--- src/sv/sslr_pkg.sv ---
// ----------------------------------------------------------------------------
// sslr_pkg: shared types and constants of the supersampled line rasterizer
// state encoding, control/status bundles, register indexes and limits
// ----------------------------------------------------------------------------
package sslr_pkg;

  // limits of the effective register values
  localparam logic [10:0] MAX_WIDTH  = 11'd1024;
  localparam logic [10:0] MAX_HEIGHT = 11'd1024;
  localparam logic [2:0]  MAX_SSAA   = 3'd4;

  // configuration register indexes
  localparam logic [1:0] REG_FRAME_WIDTH  = 2'd0;
  localparam logic [1:0] REG_FRAME_HEIGHT = 2'd1;
  localparam logic [1:0] REG_SS_FACTOR    = 2'd2;

  // item actions
  localparam logic ACT_START = 1'b0;
  localparam logic ACT_STEP  = 1'b1;

  typedef enum logic [2:0] {
    ST_IDLE,
    ST_SETUP,
    ST_DIV_X,
    ST_DIV_Y,
    ST_ROW,
    ST_SCALE,
    ST_EMIT
  } sslr_state_t;

  // commands from controller to datapath
  typedef struct packed {
    logic load;
    logic setup;
    logic div_x;
    logic div_y;
    logic row;
    logic scale;
    logic emit;
  } sslr_cmd_t;

  // status from datapath to controller
  typedef struct packed {
    logic busy;
    logic out_free;
  } sslr_sts_t;

endpackage

--- src/sv/sslr_ctrl.sv ---
// ----------------------------------------------------------------------------
// sslr_ctrl: controller of the supersampled line rasterizer
// takes items and sequences line setup and the per-sample index pipeline
// ----------------------------------------------------------------------------
module sslr_ctrl import sslr_pkg::*; (
  input  logic      clk,
  input  logic      rst_n,
  input  logic      in_valid,
  input  logic      in_action,
  output logic      in_stall,
  input  sslr_sts_t sts,
  output sslr_cmd_t cmd
);

  sslr_state_t state_r, state_nxt;

  always_ff @(posedge clk) begin
    if (!rst_n) begin
      state_r <= ST_IDLE;
    end else begin
      state_r <= state_nxt;
    end
  end

  always_comb begin
    state_nxt = state_r;
    cmd       = '0;
    in_stall  = (state_r != ST_IDLE);
    case (state_r)
      ST_IDLE: begin
        if (in_valid) begin
          if (in_action == ACT_START) begin
            cmd.load  = 1'b1;
            state_nxt = ST_SETUP;
          end else if (sts.busy) begin
            state_nxt = ST_DIV_X;
          end
        end
      end
      ST_SETUP: begin
        cmd.setup = 1'b1;
        state_nxt = ST_IDLE;
      end
      ST_DIV_X: begin
        cmd.div_x = 1'b1;
        state_nxt = ST_DIV_Y;
      end
      ST_DIV_Y: begin
        cmd.div_y = 1'b1;
        state_nxt = ST_ROW;
      end
      ST_ROW: begin
        cmd.row   = 1'b1;
        state_nxt = ST_SCALE;
      end
      ST_SCALE: begin
        cmd.scale = 1'b1;
        state_nxt = ST_EMIT;
      end
      ST_EMIT: begin
        if (sts.out_free) begin
          cmd.emit  = 1'b1;
          state_nxt = ST_IDLE;
        end
      end
      default: begin
        state_nxt = ST_IDLE;
      end
    endcase
  end

  a_div_order: assert property (@(posedge clk) disable iff (!rst_n)
    state_r == ST_DIV_X |=> state_r == ST_DIV_Y)
    else $error("divider sequence broken");

  a_start_setup: assert property (@(posedge clk) disable iff (!rst_n)
    in_valid && !in_stall && in_action == ACT_START |=> state_r == ST_SETUP)
    else $error("start item not followed by setup");

  a_emit_free: assert property (@(posedge clk) disable iff (!rst_n)
    cmd.emit |-> sts.out_free)
    else $error("emit while output register is held");

endmodule

--- src/sv/sslr_dp.sv ---
// ----------------------------------------------------------------------------
// sslr_dp: datapath of the supersampled line rasterizer
// endpoint scaling, bresenham state, sample index sequencer, output register
// ----------------------------------------------------------------------------
module sslr_dp import sslr_pkg::*; (
  input  logic               clk,
  input  logic               rst_n,
  input  sslr_cmd_t          cmd,
  output sslr_sts_t          sts,
  input  logic [10:0]        frame_width,
  input  logic [10:0]        frame_height,
  input  logic [2:0]         ss_factor,
  input  logic signed [15:0] in_start_x,
  input  logic signed [15:0] in_start_y,
  input  logic signed [15:0] in_end_x,
  input  logic signed [15:0] in_end_y,
  input  logic [7:0]         in_red,
  input  logic [7:0]         in_green,
  input  logic [7:0]         in_blue,
  output logic               out_valid,
  input  logic               out_stall,
  output logic [23:0]        out_sample_index,
  output logic               out_write_enable,
  output logic [7:0]         out_red,
  output logic [7:0]         out_green,
  output logic [7:0]         out_blue,
  output logic               out_last
);

  // q12.4 times s, truncated toward zero
  function automatic logic signed [15:0] to_sample(logic signed [15:0] v, logic [2:0] s);
    logic signed [18:0] p;
    logic signed [18:0] b;
    case (s)
      3'd1:    p = {{3{v[15]}}, v};
      3'd2:    p = {{2{v[15]}}, v, 1'b0};
      3'd3:    p = {{3{v[15]}}, v} + {{2{v[15]}}, v, 1'b0};
      default: p = {v[15], v, 2'b00};
    endcase
    b = p + (p[18] ? 19'sd15 : 19'sd0);
    return {b[18], b[18:4]};
  endfunction

  logic [2:0]  s_eff;
  logic [10:0] w_eff;
  logic [10:0] h_eff;

  always_comb begin
    s_eff = (ss_factor == 3'd0) ? 3'd1 :
            (ss_factor > MAX_SSAA) ? MAX_SSAA : ss_factor;
    w_eff = (frame_width == 11'd0) ? 11'd1 :
            (frame_width > MAX_WIDTH) ? MAX_WIDTH : frame_width;
    h_eff = (frame_height == 11'd0) ? 11'd1 :
            (frame_height > MAX_HEIGHT) ? MAX_HEIGHT : frame_height;
  end

  // line state
  logic signed [15:0] pos_x_r, pos_y_r, goal_x_r, goal_y_r;
  logic signed [15:0] span_x_r, span_y_neg_r;
  logic               dir_x_r, dir_y_r;
  logic signed [17:0] error_r;
  logic               busy_r;
  logic [23:0]        color_r;

  // index sequencer
  logic [12:0] qx_r, qy_r;
  logic [1:0]  rx_r, ry_r;
  logic [23:0] row_r;
  logic [4:0]  sub_r;
  logic        inside_r;
  logic [23:0] idx_r;

  // output register
  logic        out_valid_r;
  logic [23:0] out_sample_index_r;
  logic        out_write_enable_r;
  logic [23:0] out_color_r;
  logic        out_last_r;

  // setup arithmetic
  logic signed [16:0] dx, dy;
  logic [16:0]        adx, ady;

  always_comb begin
    dx  = {goal_x_r[15], goal_x_r} - {pos_x_r[15], pos_x_r};
    dy  = {goal_y_r[15], goal_y_r} - {pos_y_r[15], pos_y_r};
    adx = dx[16] ? 17'(-dx) : 17'(dx);
    ady = dy[16] ? 17'(-dy) : 17'(dy);
  end

  // shared divide by s, operand is nonnegative when it matters
  logic [12:0] div_v, div_q, div_t;
  logic [1:0]  div_r;
  logic [28:0] div_m;

  always_comb begin
    div_v = cmd.div_x ? pos_x_r[12:0] : pos_y_r[12:0];
    div_m = {16'd0, div_v} * {13'd0, 16'd43691};
    div_t = 13'd0;
    case (s_eff)
      3'd1: begin
        div_q = div_v;
        div_r = 2'd0;
      end
      3'd2: begin
        div_q = {1'b0, div_v[12:1]};
        div_r = {1'b0, div_v[0]};
      end
      3'd3: begin
        div_q = {1'b0, div_m[28:17]};
        div_t = div_v - div_q - {div_q[11:0], 1'b0};
        div_r = div_t[1:0];
      end
      default: begin
        div_q = {2'b00, div_v[12:2]};
        div_r = div_v[1:0];
      end
    endcase
  end

  // row and scale arithmetic
  logic [23:0] row_prod;
  logic [4:0]  sub_prod;
  logic [23:0] scaled;
  logic        inside_nxt;

  always_comb begin
    row_prod   = {11'd0, qy_r} * {13'd0, w_eff};
    sub_prod   = {3'd0, ry_r} * {2'd0, s_eff};
    inside_nxt = !pos_x_r[15] && !pos_y_r[15] &&
                 (qx_r < {2'b00, w_eff}) && (qy_r < {2'b00, h_eff});
    case (s_eff)
      3'd1:    scaled = row_r;
      3'd2:    scaled = {row_r[21:0], 2'b00};
      3'd3:    scaled = {row_r[20:0], 3'b000} + row_r;
      default: scaled = {row_r[19:0], 4'b0000};
    endcase
  end

  // bresenham advance
  logic               fin;
  logic signed [18:0] e2;
  logic               step_x, step_y;
  logic signed [17:0] error_nxt;

  always_comb begin
    fin       = (pos_x_r == goal_x_r) && (pos_y_r == goal_y_r);
    e2        = {error_r, 1'b0};
    step_x    = e2 >= $signed({{3{span_y_neg_r[15]}}, span_y_neg_r});
    step_y    = e2 <= $signed({{3{span_x_r[15]}}, span_x_r});
    error_nxt = error_r
              + (step_x ? {{2{span_y_neg_r[15]}}, span_y_neg_r} : 18'sd0)
              + (step_y ? {{2{span_x_r[15]}}, span_x_r} : 18'sd0);
  end

  always_ff @(posedge clk) begin
    if (cmd.load) begin
      pos_x_r  <= to_sample(in_start_x, s_eff);
      pos_y_r  <= to_sample(in_start_y, s_eff);
      goal_x_r <= to_sample(in_end_x, s_eff);
      goal_y_r <= to_sample(in_end_y, s_eff);
      color_r  <= {in_red, in_green, in_blue};
    end else if (cmd.emit && !fin) begin
      if (step_x) begin
        pos_x_r <= dir_x_r ? pos_x_r + 16'sd1 : pos_x_r - 16'sd1;
      end
      if (step_y) begin
        pos_y_r <= dir_y_r ? pos_y_r + 16'sd1 : pos_y_r - 16'sd1;
      end
    end
    if (cmd.setup) begin
      span_x_r     <= adx[15:0];
      span_y_neg_r <= 16'(-ady[15:0]);
      dir_x_r      <= pos_x_r < goal_x_r;
      dir_y_r      <= pos_y_r < goal_y_r;
      error_r      <= {2'b00, adx[15:0]} - {2'b00, ady[15:0]};
    end else if (cmd.emit && !fin) begin
      error_r <= error_nxt;
    end
    if (cmd.div_x) begin
      qx_r <= div_q;
      rx_r <= div_r;
    end
    if (cmd.div_y) begin
      qy_r <= div_q;
      ry_r <= div_r;
    end
    if (cmd.row) begin
      row_r    <= row_prod + {11'd0, qx_r};
      sub_r    <= sub_prod + {3'd0, rx_r};
      inside_r <= inside_nxt;
    end
    if (cmd.scale) begin
      idx_r <= inside_r ? scaled + {19'd0, sub_r} : 24'd0;
    end
    if (cmd.emit) begin
      out_sample_index_r <= idx_r;
      out_write_enable_r <= inside_r;
      out_color_r        <= color_r;
      out_last_r         <= fin;
    end
  end

  always_ff @(posedge clk) begin
    if (!rst_n) begin
      busy_r      <= 1'b0;
      out_valid_r <= 1'b0;
    end else begin
      if (cmd.load) begin
        busy_r <= 1'b1;
      end else if (cmd.emit && fin) begin
        busy_r <= 1'b0;
      end
      if (cmd.emit) begin
        out_valid_r <= 1'b1;
      end else if (!out_stall) begin
        out_valid_r <= 1'b0;
      end
    end
  end

  assign sts.busy         = busy_r;
  assign sts.out_free     = !out_valid_r || !out_stall;
  assign out_valid        = out_valid_r;
  assign out_sample_index = out_sample_index_r;
  assign out_write_enable = out_write_enable_r;
  assign out_red          = out_color_r[23:16];
  assign out_green        = out_color_r[15:8];
  assign out_blue         = out_color_r[7:0];
  assign out_last         = out_last_r;

  a_last_ends_line: assert property (@(posedge clk) disable iff (!rst_n)
    cmd.emit && fin |=> !busy_r)
    else $error("line still active after last sample");

  a_outside_zero: assert property (@(posedge clk) disable iff (!rst_n)
    out_valid_r && !out_write_enable_r |-> out_sample_index_r == 24'd0)
    else $error("outside sample carries nonzero index");

  a_step_needs_line: assert property (@(posedge clk) disable iff (!rst_n)
    cmd.div_x |-> busy_r)
    else $error("step sequence started without an active line");

endmodule

--- src/sv/supersampled_line_rasterizer.sv ---
// ----------------------------------------------------------------------------
// supersampled_line_rasterizer: bresenham line engine on a supersampled grid
// A start item (action 0) loads two Q12.4 endpoints and a color; the
// endpoints are scaled by the sample factor and truncated toward zero, and
// the line is set up in a setup state that gives no result. Each step item
// (action 1) on an active line gives one result: the flat sample index, the
// color, a write enable (sample inside the frame, negative coordinates
// outside) and a last flag on the final endpoint. For a step the sample
// coordinates pass a shared divide-by-factor unit one axis at a time, then
// the row multiply and the factor scaling are each registered, and the emit
// state moves the result into the output register once that register is
// free. A step on an idle block is taken and gives nothing. The input is
// stalled while an item is in work; a finished result waiting on out_stall
// does not hold off the next item, only the emit of the following result.
// ----------------------------------------------------------------------------
module supersampled_line_rasterizer import sslr_pkg::*; (
  input  logic               clk,
  input  logic               rst_n,
  // configuration write port
  input  logic               cfg_we,
  input  logic [1:0]         cfg_index,
  input  logic [10:0]        cfg_data,
  // item input
  input  logic               in_valid,
  output logic               in_stall,
  input  logic               in_action,
  input  logic signed [15:0] in_start_x,
  input  logic signed [15:0] in_start_y,
  input  logic signed [15:0] in_end_x,
  input  logic signed [15:0] in_end_y,
  input  logic [7:0]         in_red,
  input  logic [7:0]         in_green,
  input  logic [7:0]         in_blue,
  // result output
  output logic               out_valid,
  input  logic               out_stall,
  output logic [23:0]        out_sample_index,
  output logic               out_write_enable,
  output logic [7:0]         out_red,
  output logic [7:0]         out_green,
  output logic [7:0]         out_blue,
  output logic               out_last
);

  // raw register values, clamped inside the datapath on every use
  logic [10:0] frame_width_r;
  logic [10:0] frame_height_r;
  logic [2:0]  ss_factor_r;

  sslr_cmd_t cmd;
  sslr_sts_t sts;

  // plain write port, unknown indexes are dropped
  always_ff @(posedge clk) begin
    if (!rst_n) begin
      frame_width_r  <= MAX_WIDTH;
      frame_height_r <= MAX_HEIGHT;
      ss_factor_r    <= 3'd1;
    end else if (cfg_we) begin
      case (cfg_index)
        REG_FRAME_WIDTH:  frame_width_r  <= cfg_data;
        REG_FRAME_HEIGHT: frame_height_r <= cfg_data;
        REG_SS_FACTOR:    ss_factor_r    <= cfg_data[2:0];
        default: begin
        end
      endcase
    end
  end

  // sequencer: accepts items, steps the datapath through setup or indexing
  sslr_ctrl u_ctrl (
    .clk       (clk),
    .rst_n     (rst_n),
    .in_valid  (in_valid),
    .in_action (in_action),
    .in_stall  (in_stall),
    .sts       (sts),
    .cmd       (cmd)
  );

  // line state, index arithmetic and the result register
  sslr_dp u_dp (
    .clk              (clk),
    .rst_n            (rst_n),
    .cmd              (cmd),
    .sts              (sts),
    .frame_width      (frame_width_r),
    .frame_height     (frame_height_r),
    .ss_factor        (ss_factor_r),
    .in_start_x       (in_start_x),
    .in_start_y       (in_start_y),
    .in_end_x         (in_end_x),
    .in_end_y         (in_end_y),
    .in_red           (in_red),
    .in_green         (in_green),
    .in_blue          (in_blue),
    .out_valid        (out_valid),
    .out_stall        (out_stall),
    .out_sample_index (out_sample_index),
    .out_write_enable (out_write_enable),
    .out_red          (out_red),
    .out_green        (out_green),
    .out_blue         (out_blue),
    .out_last         (out_last)
  );

endmodule

--- config.mk ---
export PLATFORM = sky130hd
export DESIGN_NAME = supersampled_line_rasterizer
export DESIGN_NICKNAME = d
export VERILOG_FILES = /design/src/sv/sslr_pkg.sv /design/src/sv/sslr_ctrl.sv /design/src/sv/sslr_dp.sv /design/src/sv/supersampled_line_rasterizer.sv
export SDC_FILE = /design/constraint.sdc
export NUM_CORES = 2
export LEC_CHECK = 0
export ABC_AREA = 1
export BUFFER_PORTS_ARGS = -buffer_cell sky130_fd_sc_hd__buf_2
export CAP_MARGIN = 15
export CORE_MARGIN = 2
export CORE_UTILIZATION = 40
export DETAILED_ROUTE_END_ITERATION = 8
export MAX_ROUTING_LAYER = met4
export REMOVE_ABC_BUFFERS = 1
export SLEW_MARGIN = 20
export SYNTH_ARGS = -nofsm -noshare
export SYNTH_HDL_FRONTEND = slang
export SYNTH_SLANG_ARGS = --single-unit
--- constraint.sdc ---
create_clock -name clk -period 14.65 [get_ports clk]
set_clock_uncertainty 0.15 [all_clocks]
set_input_delay 2.1975 -clock clk [delete_from_list [all_inputs] [get_ports clk]]
set_output_delay 2.1975 -clock clk [all_outputs]
set_load 0.02 [all_outputs]
==> results.sh <==
export IMPL_holdPathStages=0
export IMPL_synth_top_area_cell="edfxtp_1"
export IMPL_maxCapViolations=0
export IMPL_rrSetupSlack_ps=7490
export IMPL_grt_util_all_layers_pct=23.3
export IMPL_drtIter0Drc=2121
export IMPL_path_common_cell="nand2_1"
export IMPL_cts_hold_buffers=0
export IMPL_drt_antenna_violating_nets=0
export IMPL_clock_sinks=302
export IMPL_drt_wl_total_mm=102
export IMPL_post_cts_buffers=0
export IMPL_clk_pin_slew_ps=60
export IMPL_fmax_ghz=0.140
export IMPL_endpoint_kind="flip-flop"
export IMPL_layout_nets=5541
export IMPL_critPathArrivalTime_ps=7320
export IMPL_synth_edf_count=272
export IMPL_netlist_top_cells_count="1130 x nand2_1, 812 x inv_1, 394 x ha_1"
export IMPL_tightestPinTransition_ps=980
export IMPL_worstHoldStart="u_dp.color_r[12]"
export IMPL_cts_resized=0
export IMPL_drt_first_pass_iters=6
export IMPL_portBuffers=158
export IMPL_cts_tree="done"
export IMPL_hpwl_mm=82.7
export IMPL_initial_core_util_pct=40.5
export IMPL_yosysSeqAreaShare_pct=24.9
export IMPL_syn_avg_cell_area_um2=7.46
export IMPL_slew_viol_final=0
export IMPL_ys_ff_latch=302
export IMPL_cts_path_max_buffers=3
export IMPL_setup_violations=0
export IMPL_slew_headroom_pct=34.4
export IMPL_reg2reg_depth=29
export IMPL_first_global_vias=30300
export IMPL_synthCells=4714
export IMPL_yosys_warnings=0
export IMPL_final_core_utilization_pct=44.5
export IMPL_hold_class="flip-flop to flip-flop"
export IMPL_dominantRegCellSynth="edfxtp_1"
export IMPL_clock_latency_ps=570
export IMPL_drive_gt1_share_pct=7.48
export IMPL_grt_max_degree=63
export IMPL_slowest_delay_ps=780
export IMPL_r2r_end="u_dp.ry_r[1]"
export IMPL_holdWs_ps=266
export IMPL_yosysMostFrequentCell="nand2_1"
export IMPL_die_h_um=301
export IMPL_routed_via_density=5.17
export IMPL_critical_path_slowest_cell="o21ai_0"
export IMPL_ios=159
export IMPL_grt_overflow=0
export IMPL_ys_async_sr_fraction_pct=0
export IMPL_cp_start_kind="flip-flop"
export IMPL_holdPathEnd="u_dp.out_color_r[12]"
export IMPL_period_share_pct=48.9
export IMPL_wl_per_cell_um=16.9
export IMPL_htreeDepth=2
export IMPL_criticalPathCategory="flip-flop to flip-flop"
export IMPL_cts_buffers=39
export IMPL_grt_pass1_wl_mm=163
export IMPL_num_rows=108
export IMPL_vias=31300
export IMPL_finalHoldViolCount=0
export IMPL_syn_area_um2=35200
export IMPL_finalSetupTns_ps=0
export IMPL_critPathMaxFanout=28
export IMPL_synth_top_area_share_pct=23.2
export IMPL_outcome="completed"
export IMPL_syn_to_final_growth_pct=9.88
export IMPL_die_area_um2=90300
export IMPL_synthTopCellsByArea="edfxtp_1 23%, ha_1 14%, nand2_1 12%, fa_1 11%, inv_1 8.7%"
export IMPL_cp_required_ps=14810
export IMPL_drcViolationCount=0
export IMPL_antenna_found_initial=23
export IMPL_die_w_um=301
export IMPL_cts_root_buffer="clkbuf_16"
export IMPL_synth_cell_types=66
export IMPL_place_congestion=0.943
export IMPL_rsz0062_at_grt="no"
export IMPL_r2r_start="u_ctrl.state_r[1]"
export IMPL_finalCriticalPeriod_ps=7160
export IMPL_core_um2=86900
-- layer usage --
metal / part of all wire (%) / wire length, um / track usage, %
met1: 48 / 48600 / 31.9
met2: 43 / 44200 / 35.8
met3: 6.6 / 6770 / 3.68
met4: 2.5 / 2540 / 5.92
met5: 0 / 0 / -
-- cells by family (layout without fill, tap and decap cells) --
family	after synthesis	count (layout)	share of synthesized area, %
compound gates	759	759	12.4
xor+xnor	100	100	2.49
fa+ha+maj	586	586	24.9
buf+inv	922	1087	10.1
flops	302	302	24.9
mux	5	5	0.142
other cells	0	21	0
simple gates	2040	2040	25.0
-- area by class of cell --
class / count / area, um2
Fill cell: 8865 / 48200
Multi-Input combinational cell: 3490 / 22900
Sequential cell: 302 / 8770
Inverter: 833 / 3130
Tap cell: 1155 / 1450
Clock buffer: 41 / 1000
Timing Repair Buffer: 182 / 971
Clock inverter: 31 / 397
Antenna cell: 21 / 52.6
-- worst max-delay path, delay by kind of cell (launching register included) --
kind / cells / cell delay (ps)
adders and majority gates: 7 / 2710
DFF: 1 / 430
and+or+nand+nor: 12 / 1650
buffers and inverters: 6 / 740
AOI/OAI and AO/OA: 4 / 1200
-- cells in the final DEF (no fill, tap or decap), types with 20 or more instances in the layout --
cell       Yosys  routed
fa_1         192     192
a21oi_1      334     334
buf_2         24     158
nand4_1       60      60
o21ai_1       39      41
diode_2        0      21
xor2_1        72      72
edfxtp_1     272     272
nor3_1        38      34
nor2_1       365     362
nand2_1     1130    1130
buf_4          7      24
or2_2         20      20
inv_1        812     812
clkbuf_16      0      40
a221oi_1      52      52
nand3b_1      45      45
nand3_1      299     299
dfxtp_1       30      29
xnor2_1       28      28
a21o_1        20      20
ha_1         394     394
o21ai_0      200     198
-- metrics by stage --
step	instances	worst slack, ps	area, um2
3_3_place_gp	5962	7670	37200
6_report	6055	7490	38600
4_1_cts	6034	7550	38600
2_1_floorplan	4625	6130	34700
3_5_place_dp	5962	7580	37200
5_1_grt	6053	6850	38600
-- how the worst max path moves through the flow --
stage / endpoint / slack, ps / startpoint
6_report: u_dp.ry_r[1] / 7490 / u_ctrl.state_r[1]
5_1_grt: u_dp.ry_r[1] / 6850 / u_ctrl.state_r[1]
4_1_cts: u_dp.ry_r[1] / 7550 / u_ctrl.state_r[1]
3_5_place_dp: u_dp.rx_r[1] / 7580 / u_ctrl.state_r[1]
3_3_place_gp: u_dp.rx_r[1] / 7670 / u_ctrl.state_r[1]
2_1_floorplan: u_dp.pos_x_r[0] / 6130 / out_stall
-- registers in the layout (all words and copies together), names as in the netlist, 16 cells and up --
signal / cells
u_dp.color_r: 24
u_dp.idx_r: 24
u_dp.out_color_r: 24
u_dp.out_sample_index: 24
u_dp.row_r: 24
u_dp.error_r: 18
u_dp.pos_x_r: 16
u_dp.pos_y_r: 16
u_dp.span_x_r: 16
u_dp.span_y_neg_r: 16
Power is left out: the tool's default activity adds up to more than one toggle a clock period on the data nets, which glitch-free logic cannot reach.
